### src/hw/rtl/pfac_pkg.sv
// Shared types and constants for the packet framer with additive checksum.
`timescale 1ns / 1ps
`default_nettype none

package pfac_pkg;

    // Sync bytes that open every packet: 'S', 'N', 'P'.
    localparam logic [7:0] SYNC_0 = 8'h53;
    localparam logic [7:0] SYNC_1 = 8'h4E;
    localparam logic [7:0] SYNC_2 = 8'h50;

    // Step codes of the back-end byte sequencer.
    localparam logic [2:0] STEP_SYNC_0 = 3'd0;
    localparam logic [2:0] STEP_SYNC_1 = 3'd1;
    localparam logic [2:0] STEP_SYNC_2 = 3'd2;
    localparam logic [2:0] STEP_ID     = 3'd3;
    localparam logic [2:0] STEP_LEN    = 3'd4;
    localparam logic [2:0] STEP_BYTE   = 3'd5;
    localparam logic [2:0] STEP_CHK    = 3'd6;

    typedef struct packed {
        logic [7:0] packet_id;
        logic [7:0] payload_length;
        logic [7:0] payload_byte;
    } in_item_t;

    typedef struct packed {
        logic [7:0] tx_byte;
        logic       last_of_run;
        logic       end_of_packet;
    } out_item_t;

    // One classified input item, as queued between front and back.
    typedef struct packed {
        logic       first;     // opens a packet: send header
        logic       zero_len;  // header and checksum only
        logic       has_chk;   // checksum follows this item's bytes
        logic [7:0] packet_id;
        logic [7:0] payload_length;
        logic [7:0] payload_byte;
        logic [7:0] checksum;
    } cmd_t;

endpackage

`default_nettype wire

### src/hw/rtl/pfac_front.sv
// Front end: tracks packet position and checksum, classifies each input item.
`timescale 1ns / 1ps
`default_nettype none

module pfac_front
(
    input  wire logic             clk,
    input  wire logic             rst_n,
    input  wire pfac_pkg::in_item_t item,
    input  wire logic             accept,
    output pfac_pkg::cmd_t        cmd
);

    logic [7:0] remaining_reg;
    logic [7:0] remaining_next;
    logic [7:0] sum_reg;
    logic [7:0] sum_next;

    logic       first;
    logic [7:0] base_sum;
    logic [7:0] base_rem;
    logic [7:0] new_sum;
    logic [7:0] new_rem;

    always_comb
    begin
        first    = (remaining_reg == 8'd0);
        base_sum = first ? (item.packet_id + item.payload_length) : sum_reg;
        base_rem = first ? item.payload_length : remaining_reg;
        new_sum  = base_sum + item.payload_byte;
        new_rem  = base_rem - 8'd1;

        cmd.first          = first;
        cmd.zero_len       = first && (item.payload_length == 8'd0);
        cmd.has_chk        = cmd.zero_len || (new_rem == 8'd0);
        cmd.packet_id      = item.packet_id;
        cmd.payload_length = item.payload_length;
        cmd.payload_byte   = item.payload_byte;
        cmd.checksum       = cmd.zero_len ? base_sum : new_sum;

        remaining_next = remaining_reg;
        sum_next       = sum_reg;
        if (accept)
        begin
            if (cmd.has_chk)
            begin
                // packet closes here: back to idle
                remaining_next = 8'd0;
                sum_next       = 8'd0;
            end
            else
            begin
                remaining_next = new_rem;
                sum_next       = new_sum;
            end
        end
    end

    always_ff @(posedge clk or negedge rst_n)
    begin
        if (!rst_n)
        begin
            remaining_reg <= 8'd0;
            sum_reg       <= 8'd0;
        end
        else
        begin
            remaining_reg <= remaining_next;
            sum_reg       <= sum_next;
        end
    end

endmodule

`default_nettype wire

### src/hw/rtl/pfac_cmd_fifo.sv
// Short command queue between the front end and the byte sequencer.
`timescale 1ns / 1ps
`default_nettype none

module pfac_cmd_fifo
#(
    parameter int DEPTH = 4
)
(
    input  wire logic          clk,
    input  wire logic          rst_n,
    input  wire logic          wr_en,
    input  wire pfac_pkg::cmd_t wr_data,
    output logic               full,
    input  wire logic          rd_en,
    output pfac_pkg::cmd_t     rd_data,
    output logic               empty
);

    localparam int PTR_W = (DEPTH > 1) ? $clog2(DEPTH) : 1;
    localparam int CNT_W = $clog2(DEPTH + 1);
    localparam logic [PTR_W-1:0] PTR_LAST = PTR_W'(DEPTH - 1);
    localparam logic [CNT_W-1:0] CNT_FULL = CNT_W'(DEPTH);

    pfac_pkg::cmd_t   entry_reg [DEPTH];
    logic [PTR_W-1:0] wr_ptr_reg;
    logic [PTR_W-1:0] wr_ptr_next;
    logic [PTR_W-1:0] rd_ptr_reg;
    logic [PTR_W-1:0] rd_ptr_next;
    logic [CNT_W-1:0] count_reg;
    logic [CNT_W-1:0] count_next;

    assign full    = (count_reg == CNT_FULL);
    assign empty   = (count_reg == '0);
    assign rd_data = entry_reg[rd_ptr_reg];

    always_comb
    begin
        wr_ptr_next = wr_ptr_reg;
        rd_ptr_next = rd_ptr_reg;
        count_next  = count_reg;
        if (wr_en)
        begin
            wr_ptr_next = (wr_ptr_reg == PTR_LAST) ? '0 : wr_ptr_reg + 1'b1;
        end
        if (rd_en)
        begin
            rd_ptr_next = (rd_ptr_reg == PTR_LAST) ? '0 : rd_ptr_reg + 1'b1;
        end
        if (wr_en && !rd_en)
        begin
            count_next = count_reg + 1'b1;
        end
        else if (rd_en && !wr_en)
        begin
            count_next = count_reg - 1'b1;
        end
    end

    always_ff @(posedge clk or negedge rst_n)
    begin
        if (!rst_n)
        begin
            wr_ptr_reg <= '0;
            rd_ptr_reg <= '0;
            count_reg  <= '0;
        end
        else
        begin
            wr_ptr_reg <= wr_ptr_next;
            rd_ptr_reg <= rd_ptr_next;
            count_reg  <= count_next;
        end
    end

    always_ff @(posedge clk)
    begin
        if (wr_en)
        begin
            entry_reg[wr_ptr_reg] <= wr_data;
        end
    end

endmodule

`default_nettype wire

### src/hw/rtl/pfac_back.sv
// Back end: expands queued commands into framed bytes, one per cycle while a command is queued and the output is free.
`timescale 1ns / 1ps
`default_nettype none

module pfac_back
(
    input  wire logic           clk,
    input  wire logic           rst_n,
    input  wire pfac_pkg::cmd_t cmd,
    input  wire logic           cmd_valid,
    output logic                cmd_done,
    output pfac_pkg::out_item_t result,
    output logic                empty,
    input  wire logic           pop
);

    logic                busy_reg;
    logic                busy_next;
    logic [2:0]          step_reg;
    logic [2:0]          step_next;
    logic                out_valid_reg;
    logic                out_valid_next;
    pfac_pkg::out_item_t out_reg;
    pfac_pkg::out_item_t out_next;

    logic       slot_free;
    logic       advance;
    logic [2:0] step;
    logic [7:0] tx;
    logic       last;
    logic       eop;

    assign slot_free = !out_valid_reg || pop;
    assign advance   = cmd_valid && slot_free;
    assign cmd_done  = advance && last;
    assign empty     = !out_valid_reg;
    assign result    = out_reg;

    always_comb
    begin
        if (busy_reg)
        begin
            step = step_reg;
        end
        else
        begin
            step = cmd.first ? pfac_pkg::STEP_SYNC_0 : pfac_pkg::STEP_BYTE;
        end

        tx   = 8'h00;
        last = 1'b0;
        eop  = 1'b0;
        unique case (step)
            pfac_pkg::STEP_SYNC_0: tx = pfac_pkg::SYNC_0;
            pfac_pkg::STEP_SYNC_1: tx = pfac_pkg::SYNC_1;
            pfac_pkg::STEP_SYNC_2: tx = pfac_pkg::SYNC_2;
            pfac_pkg::STEP_ID:     tx = cmd.packet_id;
            pfac_pkg::STEP_LEN:    tx = cmd.payload_length;
            pfac_pkg::STEP_BYTE:
            begin
                // zero length skips the payload byte and sends the checksum
                tx   = cmd.zero_len ? cmd.checksum : cmd.payload_byte;
                last = cmd.zero_len || !cmd.has_chk;
                eop  = cmd.zero_len;
            end
            pfac_pkg::STEP_CHK:
            begin
                tx   = cmd.checksum;
                last = 1'b1;
                eop  = 1'b1;
            end
            default:
            begin
                tx   = 8'h00;
                last = 1'b1;
                eop  = 1'b0;
            end
        endcase

        busy_next      = busy_reg;
        step_next      = step_reg;
        out_valid_next = out_valid_reg;
        out_next       = out_reg;
        if (pop && out_valid_reg)
        begin
            out_valid_next = 1'b0;
        end
        if (advance)
        begin
            out_valid_next         = 1'b1;
            out_next.tx_byte       = tx;
            out_next.last_of_run   = last;
            out_next.end_of_packet = eop;
            busy_next              = !last;
            step_next              = step + 3'd1;
        end
    end

    always_ff @(posedge clk or negedge rst_n)
    begin
        if (!rst_n)
        begin
            busy_reg      <= 1'b0;
            step_reg      <= pfac_pkg::STEP_SYNC_0;
            out_valid_reg <= 1'b0;
        end
        else
        begin
            busy_reg      <= busy_next;
            step_reg      <= step_next;
            out_valid_reg <= out_valid_next;
        end
    end

    always_ff @(posedge clk)
    begin
        out_reg <= out_next;
    end

endmodule

`default_nettype wire

### src/hw/rtl/packet_framer_additive_checksum_unit.sv
// Top level of the packet framer with additive checksum.
`timescale 1ns / 1ps
`default_nettype none

// Frames payload bytes for a serial link. Push one item per payload byte; the
// first item of a packet carries id and length and yields 'S','N','P', id,
// length and the byte (plus the checksum when the length is one). Later items
// yield their byte, and the last one also the checksum, the sum modulo 256 of
// id, length and all payload bytes. A zero length yields header and checksum
// only. Result bytes leave at one per cycle while the receiver pops them, from
// a byte sequencer behind a QUEUE_DEPTH-entry command queue. Input is taken
// every cycle while the queue has room.
module packet_framer_additive_checksum_unit
#(
    parameter int QUEUE_DEPTH = 4
)
(
    input  wire logic               clk,
    input  wire logic               rst_n,
    input  wire logic               push,
    output logic                    full,
    input  wire pfac_pkg::in_item_t item,
    output logic                    empty,
    input  wire logic               pop,
    output pfac_pkg::out_item_t     result
);

    pfac_pkg::cmd_t front_cmd;
    pfac_pkg::cmd_t head_cmd;
    logic           accept;
    logic           queue_empty;
    logic           cmd_done;

    assign accept = push && !full;

    pfac_front u_front
    (
        .clk    (clk),
        .rst_n  (rst_n),
        .item   (item),
        .accept (accept),
        .cmd    (front_cmd)
    );

    pfac_cmd_fifo #(.DEPTH(QUEUE_DEPTH)) u_queue
    (
        .clk     (clk),
        .rst_n   (rst_n),
        .wr_en   (accept),
        .wr_data (front_cmd),
        .full    (full),
        .rd_en   (cmd_done),
        .rd_data (head_cmd),
        .empty   (queue_empty)
    );

    pfac_back u_back
    (
        .clk       (clk),
        .rst_n     (rst_n),
        .cmd       (head_cmd),
        .cmd_valid (!queue_empty),
        .cmd_done  (cmd_done),
        .result    (result),
        .empty     (empty),
        .pop       (pop)
    );

endmodule

`default_nettype wire

### config.mk
export PLATFORM = sky130hd
export DESIGN_NAME = packet_framer_additive_checksum_unit
export DESIGN_NICKNAME = d
export VERILOG_FILES = /design/src/hw/rtl/pfac_pkg.sv /design/src/hw/rtl/pfac_front.sv /design/src/hw/rtl/pfac_cmd_fifo.sv /design/src/hw/rtl/pfac_back.sv /design/src/hw/rtl/packet_framer_additive_checksum_unit.sv
export SDC_FILE = /design/constraint.sdc
export NUM_CORES = 1
export LEC_CHECK = 0
export BUFFER_PORTS_ARGS = -buffer_cell sky130_fd_sc_hd__buf_2
export CAP_MARGIN = 5
export CELL_PAD_IN_SITES_DETAIL_PLACEMENT = 0
export CELL_PAD_IN_SITES_GLOBAL_PLACEMENT = 1
export CORE_MARGIN = 8
export CORE_UTILIZATION = 45
export CTS_BUF_LIST = sky130_fd_sc_hd__clkbuf_8
export DETAILED_ROUTE_END_ITERATION = 16
export GPL_TIMING_DRIVEN = 0
export PLACE_DENSITY = 0.73
export SLEW_MARGIN = 20
export SYNTH_ARGS = -nofsm -noshare
export SYNTH_HDL_FRONTEND = slang
export SYNTH_HIERARCHICAL = 1
export SYNTH_SLANG_ARGS = --single-unit
### constraint.sdc
create_clock -name clk -period 4.5 [get_ports clk]
set_input_delay 1.125 -clock clk [delete_from_list [all_inputs] [get_ports clk]]
set_output_delay 1.125 -clock clk [all_outputs]
set_load 0.02 [all_outputs]
# Word-level counts from Yosys, hierarchy flattened
# Memory sizes are Yosys's and may differ from the RTL's.
# Cells that the tools add are included.
classes:
  addsub: 8
  eq_ne: 9
  muxes: 19
  reduce_logical: 25
op_table:
  columns: ["op", "count"]
  rows:
  - ["one-hot mux 8 bit (7 select lines)", 1]
  - ["two-way mux 8 bit", 6]
  - ["zero test 8 bit", 3]
  - ["adder 8 bit", 2]
  - ["equality test 3 bit, second input constant", 4]
  - ["two-way mux 3 bit", 4]
  - ["subtractor 8 x 1 -> 8 bit, second input constant", 1]
  - ["logical AND 1 bit", 7]
  - ["zero test 1 bit", 7]
  - ["adder 3 x 1 -> 3 bit, second input constant", 2]
  - ["equality test 3 x 2 -> 1 bit, second input constant", 2]
  - ["zero test 3 bit", 2]
  - ["OR reduction 5 bit", 1]
  - ["adder 2 x 1 -> 2 bit, second input constant", 2]
  - ["equality test 2 bit, second input constant", 2]
  - ["two-way mux 1 bit", 4]
  - ["two-way mux 2 bit", 2]
  - ["one-hot mux 1 bit (2 select lines)", 2]
  - ["nonzero test 2 bit", 2]
  - ["equality test 3 x 1 -> 1 bit, second input constant", 1]
  - ["logical OR 1 bit", 3]
  - ["subtractor 3 x 1 -> 3 bit, second input constant", 1]
totals:
  input_bits: 28
  ram_bits: 140
  mem_count: 1
  ff_bits: 38
memory_table:
  columns: ["name", "depth", "word_bits", "rd", "rd_clocked_by_memory_dff", "wr", "line", "source"]
  rows:
  - ["u_queue.entry_reg", 4, 35, 1, 0, 1, "pfac_cmd_fifo.sv:25", "pfac_pkg::cmd_t entry_reg [DEPTH];"]

# Logic depth before layout (Yosys ltp)
# Gate-level depths: netlist of the first run.
# An unclocked memory read counts as a cell.
logic_depth:
  depth_word: 10
  mapped_depth: 18
  depth_no_buf: 17

# Cells and area by module
# Netlist of the first run, hierarchy kept.
by_module_without_submodules:
  columns: ["mod", "cells_per_inst", "instances", "area_per_inst_um2"]
  rows:
  - ["pfac_cmd_fifo", 220, 1, 5521.5]
  - ["pfac_front", 254, 1, 2025.7]
  - ["pfac_back", 85, 1, 919.6]
  - ["packet_framer_additive_checksum_unit", 2, 1, 17.5]

# Least setup slack after synthesis of the first run
# No wires, ideal clock.
synth_timing:
  path_type: "input port to flip-flop"
  from: "input item[8] (netlist name)"
  to: "register u_front.sum_reg[7]"
  t_arrival_ns: 3.783
  setup_slack_ns: 0.595
  required_ns: 4.378
  cell_stages: 17
  n_path_buf: 0
  cell_sequence: "ha_1 fa_1 a21o_1 a21oi_1 o21bai_1 a21oi_1 xnor2_1 nand2_1 nand2_1 ha_1 nor2_1 nor2_1 a21o_1 and2_1 a31o_2 nor3b_1 o2bb2ai_1"
synth_via:
  elab_chain_len: 5
  elab_cells_between_ends: 10
  classes_between: "3 x add/sub; 3 x mux; 4 x reduce/logical"
synth_rtl:
  columns: ["item", "line", "source"]
  rows:
  - ["start: declaration", "packet_framer_additive_checksum_unit.sv:22", "input wire pfac_pkg::in_item_t item,"]
  - ["parallel branches: the longest is 4 deep, another holds adder 8 bit", null, null]
  - ["two-way mux 8 bit (*)", "pfac_front.sv:45", "if (cmd.has_chk)"]
  - ["end signal: assignment", "pfac_front.sv:69", "sum_reg <= sum_next;"]
  - ["end: declaration", "pfac_front.sv:16", "logic [7:0] sum_reg;"]
# Mark *: on every way between the ends.
# A chain may end at the register's enable or synchronous reset.

==> results of run 1 <==
[critical path: cells and delay by family]
family	cells	cell delay, ps
xor+xnor	2	310
compound gates	5	1230
simple gates	5	560
buf+inv	1	130
fa+ha+maj	3	1020
[through the flow]
| step | worst slack, ps | TNS (ps) | instances |
|---|---|---|---|
| 6_report | 328 | 0 | 870 |
| 5_1_grt | 80.0 | 0 | 870 |
| 4_1_cts | 427 | 0 | 870 |
| 3_5_place_dp | -76.3 | -305 | 838 |
| 3_3_place_gp | -20.4 | -81.5 | 834 |
| 2_1_floorplan | 595 | 0 | 561 |
[layer usage]
| metal | GRT usage, % | wire (um) | up-vias |
|---|---|---|---|
| met1 | 19.4 | 7840 | 2483 |
| met2 | 27.6 | 9450 | 139 |
| met5 | 0 | 0 | - |
| met4 | 5.98 | 363 | 0 |
| li1 | - | - | 2268 |
| met3 | 4.51 | 761 | 20 |
[placed cells by master, fill, tap and decap left out, drive strengths merged, types with 3 or more instances in the layout]
cell,count
or3,4
buf,82
nor3,10
clkbuf,22
inv,33
o21ai,21
o2bb2ai,6
ha,28
o2111ai,3
mux2,9
nor2,15
nand2,56
nor3b,4
a31oi,3
and2,9
fa,3
clkinvlp,3
a21oi,15
nand3,10
a22o,5
a21o,6
xor2,6
a221o,3
dfrtp,28
mux4,35
o21bai,3
xnor2,13
nand2b,4
edfxtp,150
mux2i,5
a32oi,3
o31ai,9
[area by class of cell]
cell class / count / share of cell area (%)
repair buffers: 43 / 3.22
inverters: 25 / 1.01
clock buffers: 17 / 2.46
clock inverters: 15 / 1.81
plain buffers: 44 / 3.49
multi-input cells: 314 / 30.1
flip-flops and latches: 178 / 54.8
well taps: 234 / 3.08
[final timing paths]
check / from / slack (ps) / to / cells after the start
worst max-delay path: item[8] / 330 / u_queue/entry_reg[1][7] / 16
worst min-delay path: u_front/sum_reg[4] / 490 / u_front/sum_reg[4] / 2
worst max register to register: u_front/remaining_reg[3] / 440 / u_queue/entry_reg[3][6] / 16
worst min register to register: u_front/sum_reg[4] / 490 / u_front/sum_reg[4] / 2
max in group asynchronous: rst_n / 3270 / u_front/remaining_reg[4] / 1
min in group asynchronous: rst_n / 730 / u_queue/count_reg[1] / 1
[power by group]
group	total [mW]	switching (mW)	internal (mW)
sequential	2.62	0.188	2.43
combinational	2.96	1.71	1.25
clock	1.11	0.603	0.511
total	6.69	2.50	4.19
[kinds of logic after synthesis]
logic type	after synthesis
flops	178
simple gates	118
compound gates	97
buf+inv	69
mux	49
fa+ha+maj	31
xor+xnor	19
==> summary.log, run 1 <==
INFO  cells_and_area area_of_the_multi_input_gates=2860um^2
INFO  power_and_ir_drop p_leak=3.52nW
INFO  setup_path     cells_along_the_critical_path=buf_2 -> ha_1 -> fa_1 -> a21o_1 -> a21oi_1 -> xnor2_1 -> nand2_1 -> nand2_1 -> ha_1 -> nand3_1 -> o2111ai_1 -> a21o_1 -> and2_1 -> nand2_1 -> xnor2_1 -> o21ai_0
INFO  timing         timing.final.crit_share=92.7%
INFO  setup_path     dominant_cell_type_by_count_on_the_critical_path=nand2_1
INFO  flow_run       drv.max_cap_violation_count=0
INFO  global_routing first_global_vias=5142
INFO  timing         post-route-min-period=4170ps
INFO  power_and_ir_drop vdd_ir_drop_max=0.000264V
INFO  setup_path     critPathKind=in -> reg
INFO  detailed_routing routed_wirelength=18400um
INFO  die            core_area=18600um^2
INFO  clock_network  cts_max_path_buffers=2
INFO  setup_path     crit_slowest_cell=fa_1
INFO  yosys          synth_commonest_cells=edfxtp_1, nand2_1, dfrtp_1, ha_1, mux4_2
INFO  global_routing global_route.usage.total=16.2%
INFO  timing         grt_setup_unrepaired=false
INFO  global_routing total_global_routing_overflow=0
INFO  setup_path     cp_slowest_stage_delay=420ps
INFO  timing         worst_hold_slack=493ps
INFO  yosys          synthAdderAreaFrac=4.84%
INFO  die            initial_core_utilization=45.7%
INFO  cells_and_area final_core_util=51.1%
INFO  die            row_count=50
INFO  cells_and_area n_fill_cell=1478
INFO  yosys          postSynthCellCount=561
INFO  yosys          synth_top_area_share=53.1%
INFO  clock_network  cts_inserted_buffers=17
INFO  yosys          net_count_synth=620
INFO  die            dieArea=23500um^2
INFO  die            fp.dieW=153um
INFO  clock_network  clockRootBuffer=clkbuf_8
INFO  clock_network  clkTransAtPathRegs=90ps
INFO  die            dieHeight=153um
INFO  timing         maximum_clock_rate=240MHz
INFO  yosys          synth_compound_gate_area_share=8.42%
INFO  yosys          number_of_storage_elements_in_the_synthesis_netlist=178
INFO  detailed_routing detail_route.iter0.violations=379
INFO  yosys          syn-cell-area=8480um^2
INFO  place          io_buffers=39
INFO  setup_path     crit_fanout=5
INFO  detailed_routing avgViaCountPerCell=5.64
INFO  clock_network  worstSkewPairLatency=460ps
INFO  clock_network  post_cts_hold_buffer_count=0
INFO  detailed_routing routed_wire_length_per_instance=21.2um
INFO  yosys          post_synthesis_cell_type_with_the_largest_combined_area=edfxtp_1
INFO  die            boundaryPins=40
INFO  place          dp_hpwl=13400um
INFO  global_routing antenna_found_initial=0
INFO  clock_network  post_cts_resized=0
INFO  yosys          library_cells_used_by_synthesis=71
INFO  yosys          yosysWarnings=6
INFO  cells_and_area flow.area_growth_from_synthesis=11.9%
INFO  timing         finClkSkew=11.2ps
INFO  detailed_routing drtAntennaViolNets=0
INFO  detailed_routing drt_first_pass_iters=5
INFO  min_path       worstHoldPathType=reg -> reg
INFO  timing         timing.max_slew.rel_slack=35.4%
INFO  detailed_routing routed-via-count=4910
INFO  yosys          ys_async_rst_share=15.7%
INFO  clock_network  htree_num_levels=4
INFO  place          placedInstanceArea=9090um^2
INFO  cells_and_area drive_gt1_share=26.9%
INFO  yosys          synth_xor_area_share=1.96%
INFO  cells_and_area ff_latch_area=5200um^2
INFO  cells_and_area num_antenna_cells=0
INFO  timing         worst-slew-pin-transition=956ps
INFO  clock_network  post_cts_buffers=0
INFO  cells_and_area largest_register_ff_count=140
INFO  timing         maxSlewViolCount=0
INFO  power_and_ir_drop power_density=705nW/um^2
INFO  cells_and_area nets=682
INFO  setup_path     startpoint_class_of_the_critical_path=primary input
INFO  timing         final-hold-violation-count=0
INFO  yosys          synth_edf_count=150
INFO  power_and_ir_drop design_power_total=6.69mW
INFO  clock_network  numClockSinks=178
INFO  global_routing grt_pass1_wl=28800um
INFO  setup_path     timing.critical_path.to_type=register
INFO  setup_path     worstPathRequired=4710ps
INFO  yosys          seq_area_frac_synth=61.3%
INFO  setup_path     timing.critical_path.arrival=4390ps
INFO  yosys          syn-mean-instance-area=15.1um^2
INFO  yosys          yosys-mux-area-fraction=11.4%
INFO  run_status     status=complete, no violations
INFO  cells_and_area final_area=9490um^2
INFO  yosys          synth-simple-area-share=7.00%
INFO  clock_network  cts_tree=yes
INFO  place          finalWeightedCongestion=0.816
INFO  detailed_routing number_of_design_rule_violations_left_after_detail_routing=0
INFO  yosys          main_combinational_cell_family_by_area_after_synthesis=multiplexers
INFO  yosys          synthMostInstantiatedCell=edfxtp_1
INFO  yosys          netlist_top_cells_area=edfxtp_1, dfrtp_1, mux4_2, ha_1, nand2_1
INFO  global_routing grt_start_max_net_pins=29
INFO  yosys          dominant_register_cell_in_the_synthesized_netlist=edfxtp_1
INFO  timing         final_count_of_negative_setup_slack_endpoints=0
Power figures use the tool's default switching activity.
==> inputs of run 2 (changes only) <==
CTS_BUF_LIST = sky130_fd_sc_hd__clkbuf_4   (was sky130_fd_sc_hd__clkbuf_8)
==> summary.log, run 2 (synthesized netlist as in run 1, its figures left out) <==
INFO  setup_path     timing.reg2reg.setup_slack=510ps [+70 ps]
INFO  power_and_ir_drop p_leak=3.48nW [-1.3%]
INFO  clock_network  htree_num_levels=4 [unchanged]
INFO  detailed_routing number_of_design_rule_violations_left_after_detail_routing=0 [unchanged]
INFO  cells_and_area flow.area_growth_from_synthesis=10.7%
INFO  timing         timing.final.crit_share=89.1% [-3.6 points]
INFO  global_routing total_global_routing_overflow=0 [unchanged]
INFO  cells_and_area n_fill_cell=1492 [+0.95%]
INFO  clock_network  post_cts_resized=0 [unchanged]
INFO  min_path       min_delay_path_depth=2 [unchanged]
INFO  detailed_routing drt_first_pass_iters=4 [-1]
INFO  place          io_buffers=39 [unchanged]
INFO  setup_path     crit_fanout=5 [unchanged]
INFO  setup_path     critical_path.reg2reg.startpoint=u_front/remaining_reg[3]
INFO  place          finalWeightedCongestion=0.816 [unchanged]
INFO  timing         worst_hold_slack=503ps [+9.43 ps]
INFO  clock_network  worstSkewPairLatency=560ps [+100 ps]
INFO  clock_network  clockRootBuffer=clkbuf_4
INFO  timing         timing.max_slew.rel_slack=36.6% [+1.2 points]
INFO  setup_path     critPathKind=in -> reg
INFO  place          placedInstanceArea=9090um^2 [unchanged]
INFO  timing         maxSlewViolCount=0 [unchanged]
INFO  global_routing global_route.usage.total=16.2% [-0.084 points]
INFO  die            boundaryPins=40 [unchanged]
INFO  run_status     status=complete, no violations
INFO  clock_network  post_cts_buffers=0 [unchanged]
INFO  setup_path     timing.critical_path.to_type=register
INFO  timing         post-route-min-period=4010ps [-162 ps]
INFO  min_path       min_from=u_front/sum_reg[2]
INFO  setup_path     startpoint_class_of_the_critical_path=primary input
INFO  setup_path     worstPathRequired=4830ps [+120 ps]
INFO  die            row_count=50 [unchanged]
INFO  timing         maximum_clock_rate=249MHz [+4.0%]
INFO  setup_path     timing.reg2reg.worst_path_depth=16 [unchanged]
INFO  die            core_area=18600um^2 [unchanged]
INFO  timing         final-hold-violation-count=0 [unchanged]
INFO  die            fp.dieW=153um [unchanged]
INFO  detailed_routing routed_wire_length_per_instance=21.0um [-0.83%]
INFO  clock_network  clkTransAtPathRegs=150ps [+60 ps]
INFO  flow_run       drv.max_cap_violation_count=0 [unchanged]
INFO  detailed_routing detail_route.iter0.violations=358 [-5.5%]
INFO  cells_and_area drive_gt1_share=26.9% [unchanged]
INFO  clock_network  cts_inserted_buffers=17 [unchanged]
INFO  setup_path     timing.critical_path.arrival=4340ps [-50 ps]
INFO  detailed_routing avgViaCountPerCell=5.57 [-1.2%]
INFO  cells_and_area nets=682 [unchanged]
INFO  global_routing first_global_vias=5138 [-0.078%]
INFO  die            initial_core_utilization=45.7% [unchanged]
INFO  die            dieArea=23500um^2 [unchanged]
INFO  clock_network  numClockSinks=178 [unchanged]
INFO  timing         layout_setup_ws=490ps [+162 ps]
INFO  min_path       worstHoldPathType=reg -> reg
INFO  timing         finClkSkew=14.4ps [+3.28 ps]
INFO  place          dp_hpwl=13400um [unchanged]
INFO  cells_and_area largest_register_ff_count=140 [unchanged]
INFO  cells_and_area final_area=9390um^2 [-1.1%]
INFO  detailed_routing routed_wirelength=18300um [-0.72%]
INFO  place          dp_slack=-76.3ps [unchanged]
INFO  min_path       hold_end=u_front/sum_reg[2]
INFO  setup_path     r2r_end=u_queue/entry_reg[0][6]
INFO  clock_network  post_cts_hold_buffer_count=0 [unchanged]
INFO  global_routing grt_start_max_net_pins=29 [unchanged]
INFO  detailed_routing drtAntennaViolNets=0 [unchanged]
INFO  timing         final_count_of_negative_setup_slack_endpoints=0 [unchanged]
INFO  die            dieHeight=153um [unchanged]
INFO  global_routing antenna_found_initial=1 [+1]
INFO  power_and_ir_drop vdd_ir_drop_max=0.000253V [-3.9%]
INFO  timing         grt_setup_unrepaired=false
INFO  cells_and_area final_common_cell=edfxtp_1
INFO  power_and_ir_drop power_density=690nW/um^2 [-2.1%]
INFO  global_routing grt_pass1_wl=28800um [-0.22%]
INFO  detailed_routing routed-via-count=4855 [-1.1%]
INFO  clock_network  cts_max_path_buffers=2 [unchanged]
INFO  timing         worst-slew-pin-transition=938ps [-17.9 ps]
INFO  clock_network  cts_tree=yes
INFO  cells_and_area most-common-layout-cells=edfxtp_1, nand2_1, buf_2
-- run 2: cell count changes in the layout (fill, tap and decap cells not counted) --
cell / delta
clkbuf_4: +17
diode_2: +1
clkbuf_8: -17
-- run 2: power by group --
| group | switching, mW | internal [mW] |
|---|---|---|
| Clock | 0.577 | 0.347 |
| Combinational | 1.69 | 1.25 |
| Sequential | 0.185 | 2.43 |
-- run 2: worst max-delay path by stage --
stage	slack (ps)	start	cells past startpoint	end
2_1_floorplan	600	item[8]	17	u_front/sum_reg[7]
3_3_place_gp	-20	item[8]	18	u_queue/entry_reg[0][7]
3_5_place_dp	-80	item[8]	18	u_queue/entry_reg[1][7]
4_1_cts	480	u_queue/rd_ptr_reg[0]	18	u_queue/count_reg[2]
5_1_grt	130	u_front/remaining_reg[3]	16	u_queue/entry_reg[0][6]
6_report	490	item[8]	16	u_queue/entry_reg[3][7]
-- run 2: final cells by class --
| type | instances | area, um^2 | area share [%] |
|---|---|---|---|
| multi-input cells | 314 | 2860 | 30.4 |
| repair buffers | 43 | 305 | 3.25 |
| clock buffers | 17 | 128 | 1.36 |
| inverters | 25 | 96.3 | 1.03 |
| flip-flops and latches | 178 | 5200 | 55.4 |
| clock inverters | 15 | 171 | 1.83 |
| diodes | 1 | 2.50 | 0.0267 |
| well taps | 234 | 293 | 3.12 |
| plain buffers | 44 | 332 | 3.53 |
-- run 2: metal layers --
metal,GRT usage (%),routed length [um],part of all wire (%),vias to the layer above
met5,0,0,0,-
met3,3.75,775,4.2,29
li1,-,-,-,2271
met1,19.4,7740,42,2440
met2,27.6,9330,51,115
met4,6.55,443,2.4,0
-- run 2: critical path: stages --
cell and delay, ps:
buf_2 130, ha_1 220, fa_1 420, a21o_1 180
a21oi_1 220, xnor2_1 190, nand2_1 110, nand2_1 80
ha_1 370, nand3_1 120, o2111ai_1 260, a21o_1 200
and2_1 160, nand2_1 70, xnor2_1 120, o21ai_0 360
-- run 2: metrics by stage --
stage | util (%) | power (mW) | instances | setup TNS, ps
after floorplan | - | 4.73 | 561 | 0
after global placement | 48.3 | 5.46 | 834 | -81.5
after detailed placement | 48.9 | 5.62 | 838 | -305
after CTS | 50.5 | 6.55 | 870 | 0
after global routing | 50.5 | 6.89 | 871 | 0
final | 50.5 | 6.48 | 871 | 0
==> inputs of run 3 (changes only) <==
CTS_BUF_LIST = default   (was sky130_fd_sc_hd__clkbuf_4)
==> summary.log, run 3 (synthesized netlist as in run 1, its figures left out) <==
INFO  die            core_area=18600um^2 [unchanged]
INFO  cells_and_area drive_gt1_share=26.9% [unchanged]
INFO  cells_and_area ff_latch_area=5200um^2 [unchanged]
INFO  cells_and_area area_of_the_multi_input_gates=2860um^2 [unchanged]
INFO  detailed_routing drtAntennaViolNets=0 [unchanged]
INFO  setup_path     startpoint_class_of_the_critical_path=primary input
INFO  cells_and_area largest_register_ff_count=140 [unchanged]
INFO  detailed_routing routed-via-count=4860 [+0.10%]
INFO  flow_run       drv.max_cap_violation_count=0 [unchanged]
INFO  setup_path     cells_along_the_critical_path=buf_2 -> ha_1 -> fa_1 -> a21o_1 -> a21oi_1 -> o21bai_1 -> a21oi_1 -> xnor2_1 -> nand2_1 -> nand2_1 -> ha_1 -> nor2_1 -> nor2_1 -> a21o_1 -> and2_1 -> nand2_1 -> xnor2_1 -> o21ai_0
INFO  cells_and_area final_area=9680um^2 [+3.1%]
INFO  setup_path     worstPathRequired=4680ps [-150 ps]
INFO  place          placedInstanceArea=9090um^2 [unchanged]
INFO  timing         finClkSkew=7.61ps [-6.84 ps]
INFO  cells_and_area most-common-layout-cells=edfxtp_1, nand2_1, buf_2
INFO  timing         timing.final.crit_share=92.7% [+3.6 points]
INFO  power_and_ir_drop vdd_ir_drop_max=0.000301V [+19%]
INFO  die            fp.dieW=153um [unchanged]
INFO  clock_network  clockRootBuffer=clkbuf_16
INFO  power_and_ir_drop power_density=729nW/um^2 [+5.6%]
INFO  timing         maxSlewViolCount=0 [unchanged]
INFO  clock_network  clkTransAtPathRegs=70ps [-80 ps]
INFO  place          dp_slack=-76.3ps [unchanged]
INFO  place          io_buffers=39 [unchanged]
INFO  timing         layout_setup_ws=328ps [-162 ps]
INFO  global_routing grt_pass1_wl=28800um [+0.22%]
INFO  global_routing global_route.usage.met2=27.8% [+0.19 points]
INFO  global_routing grt.met1_usage=19.5% [about the same]
INFO  cells_and_area n_fill_cell=1446 [-3.1%]
INFO  power_and_ir_drop p_leak=3.61nW [+3.8%]
INFO  min_path       min_from=u_front/sum_reg[2]
INFO  cells_and_area final_common_cell=edfxtp_1
INFO  global_routing total_global_routing_overflow=0 [unchanged]
INFO  detailed_routing drt_first_pass_iters=4 [unchanged]
INFO  cells_and_area flow.area_growth_from_synthesis=14.1%
INFO  clock_network  htree_num_levels=4 [unchanged]
INFO  clock_network  post_cts_resized=0 [unchanged]
INFO  setup_path     crit_fanout=5 [unchanged]
INFO  timing         final_count_of_negative_setup_slack_endpoints=0 [unchanged]
INFO  clock_network  worstSkewPairLatency=430ps [-130 ps]
INFO  setup_path     timing.critical_path.to_type=register
INFO  setup_path     cp_slowest_stage_delay=420ps [about the same]
INFO  global_routing first_global_vias=5147 [+0.18%]
INFO  place          finalWeightedCongestion=0.816 [unchanged]
INFO  cells_and_area num_antenna_cells=0 [-1]
INFO  global_routing grt_start_max_net_pins=29 [unchanged]
INFO  cells_and_area nets=682 [unchanged]
INFO  timing         final-hold-violation-count=0 [unchanged]
INFO  die            initial_core_utilization=45.7% [unchanged]
INFO  timing         maximum_clock_rate=240MHz [-3.9%]
INFO  detailed_routing routed_wirelength=18400um [+0.86%]
INFO  place          dp_hpwl=13400um [unchanged]
INFO  timing         finalSetupTns=0ps [unchanged]
INFO  run_status     status=complete, no violations
INFO  setup_path     dominant_cell_type_by_count_on_the_critical_path=nand2_1
INFO  clock_network  cts_max_path_buffers=2 [unchanged]
INFO  global_routing global_route.usage.total=16.3% [+0.095 points]
INFO  cells_and_area final_core_util=52.1% [+1.6 points]
INFO  setup_path     critical_path.reg2reg.startpoint=u_front/remaining_reg[3]
INFO  global_routing globalRoute.busiestLayer=met2
INFO  setup_path     crit_slowest_cell=fa_1
INFO  global_routing antenna_found_initial=0 [-1]
INFO  timing         worst-slew-pin-transition=958ps [+20.0 ps]
INFO  detailed_routing number_of_design_rule_violations_left_after_detail_routing=0 [unchanged]
INFO  setup_path     critPathKind=in -> reg
INFO  clock_network  cts_inserted_buffers=17 [unchanged]
INFO  timing         post-route-min-period=4170ps [+162 ps]
INFO  setup_path     timing.critical_path.arrival=4350ps [about the same]
INFO  detailed_routing routed_wire_length_per_instance=21.2um [+0.98%]
INFO  die            dieHeight=153um [unchanged]
INFO  detailed_routing avgViaCountPerCell=5.59 [+0.22%]
INFO  die            boundaryPins=40 [unchanged]
INFO  die            row_count=50 [unchanged]
INFO  setup_path     crit_path_start=item[8]
INFO  global_routing global_route.usage.met3=3.61% [-0.14 points]
INFO  clock_network  post_cts_hold_buffer_count=0 [unchanged]
INFO  die            dieArea=23500um^2 [unchanged]
INFO  detailed_routing detail_route.iter0.violations=331 [-7.5%]
INFO  power_and_ir_drop design_power_total=7.06mW [+8.9%]
INFO  min_path       worstHoldPathType=reg -> reg
INFO  clock_network  numClockSinks=178 [unchanged]
INFO  clock_network  cts_tree=yes
INFO  timing         grt_setup_unrepaired=false
INFO  timing         timing.max_slew.rel_slack=35.3% [-1.4 points]
INFO  clock_network  post_cts_buffers=0 [unchanged]
-- run 3: cell types whose count changed in the layout (fill, tap and decap cells not counted), sizes merged --
cell	previous run	this run
diode	1	0
-- run 3: where the power goes --
group	internal, mW	switching (mW)
logic	1.25	1.70
clock network	0.835	0.651
registers	2.44	0.187
-- run 3: worst paths after layout --
path,to,slack (ps),depth (start not counted)
min in group asynchronous,u_queue/count_reg[1],760,1
setup reg to reg,u_queue/entry_reg[0][6],510,16
setup / recovery,u_queue/entry_reg[1][7],330,18
max in group asynchronous,u_front/remaining_reg[4],3240,1
hold reg to reg,u_front/sum_reg[2],480,2
hold / removal,u_front/sum_reg[2],480,2
-- run 3: area by class of cell --
class | instances | area share [%]
Timing Repair Buffer | 43 | 3.15
Sequential cell | 178 | 53.7
Clock buffer | 17 | 4.39
Clock inverter | 15 | 1.77
Buffer | 44 | 3.42
Multi-Input combinational cell | 314 | 29.5
Tap cell | 234 | 3.02
Inverter | 25 | 0.995
-- run 3: through the flow --
stage / hold WS [ps] / cells
floorplan: 448 / 561
global placement: 460 / 834
detailed placement: 466 / 838
CTS: 483 / 870
global route: 506 / 870
finish: 483 / 870
-- run 3: worst max-delay path: cells and delay by family --
kind	cells	cell delay [ps]
AOI/OAI and AO/OA	6	1240
adders and majority gates	3	900
and+or+nand+nor	6	630
xor gates and xnor gates	2	320
buffers and inverters	1	130
-- run 3: metal layers --
metal / share of wire, % / wire length (um) / up-vias
li1: - / - / 2271
met1: 42 / 7690 / 2445
met2: 51 / 9430 / 117
met3: 4.8 / 878 / 27
met4: 2.4 / 438 / 0
met5: 0 / 0 / -
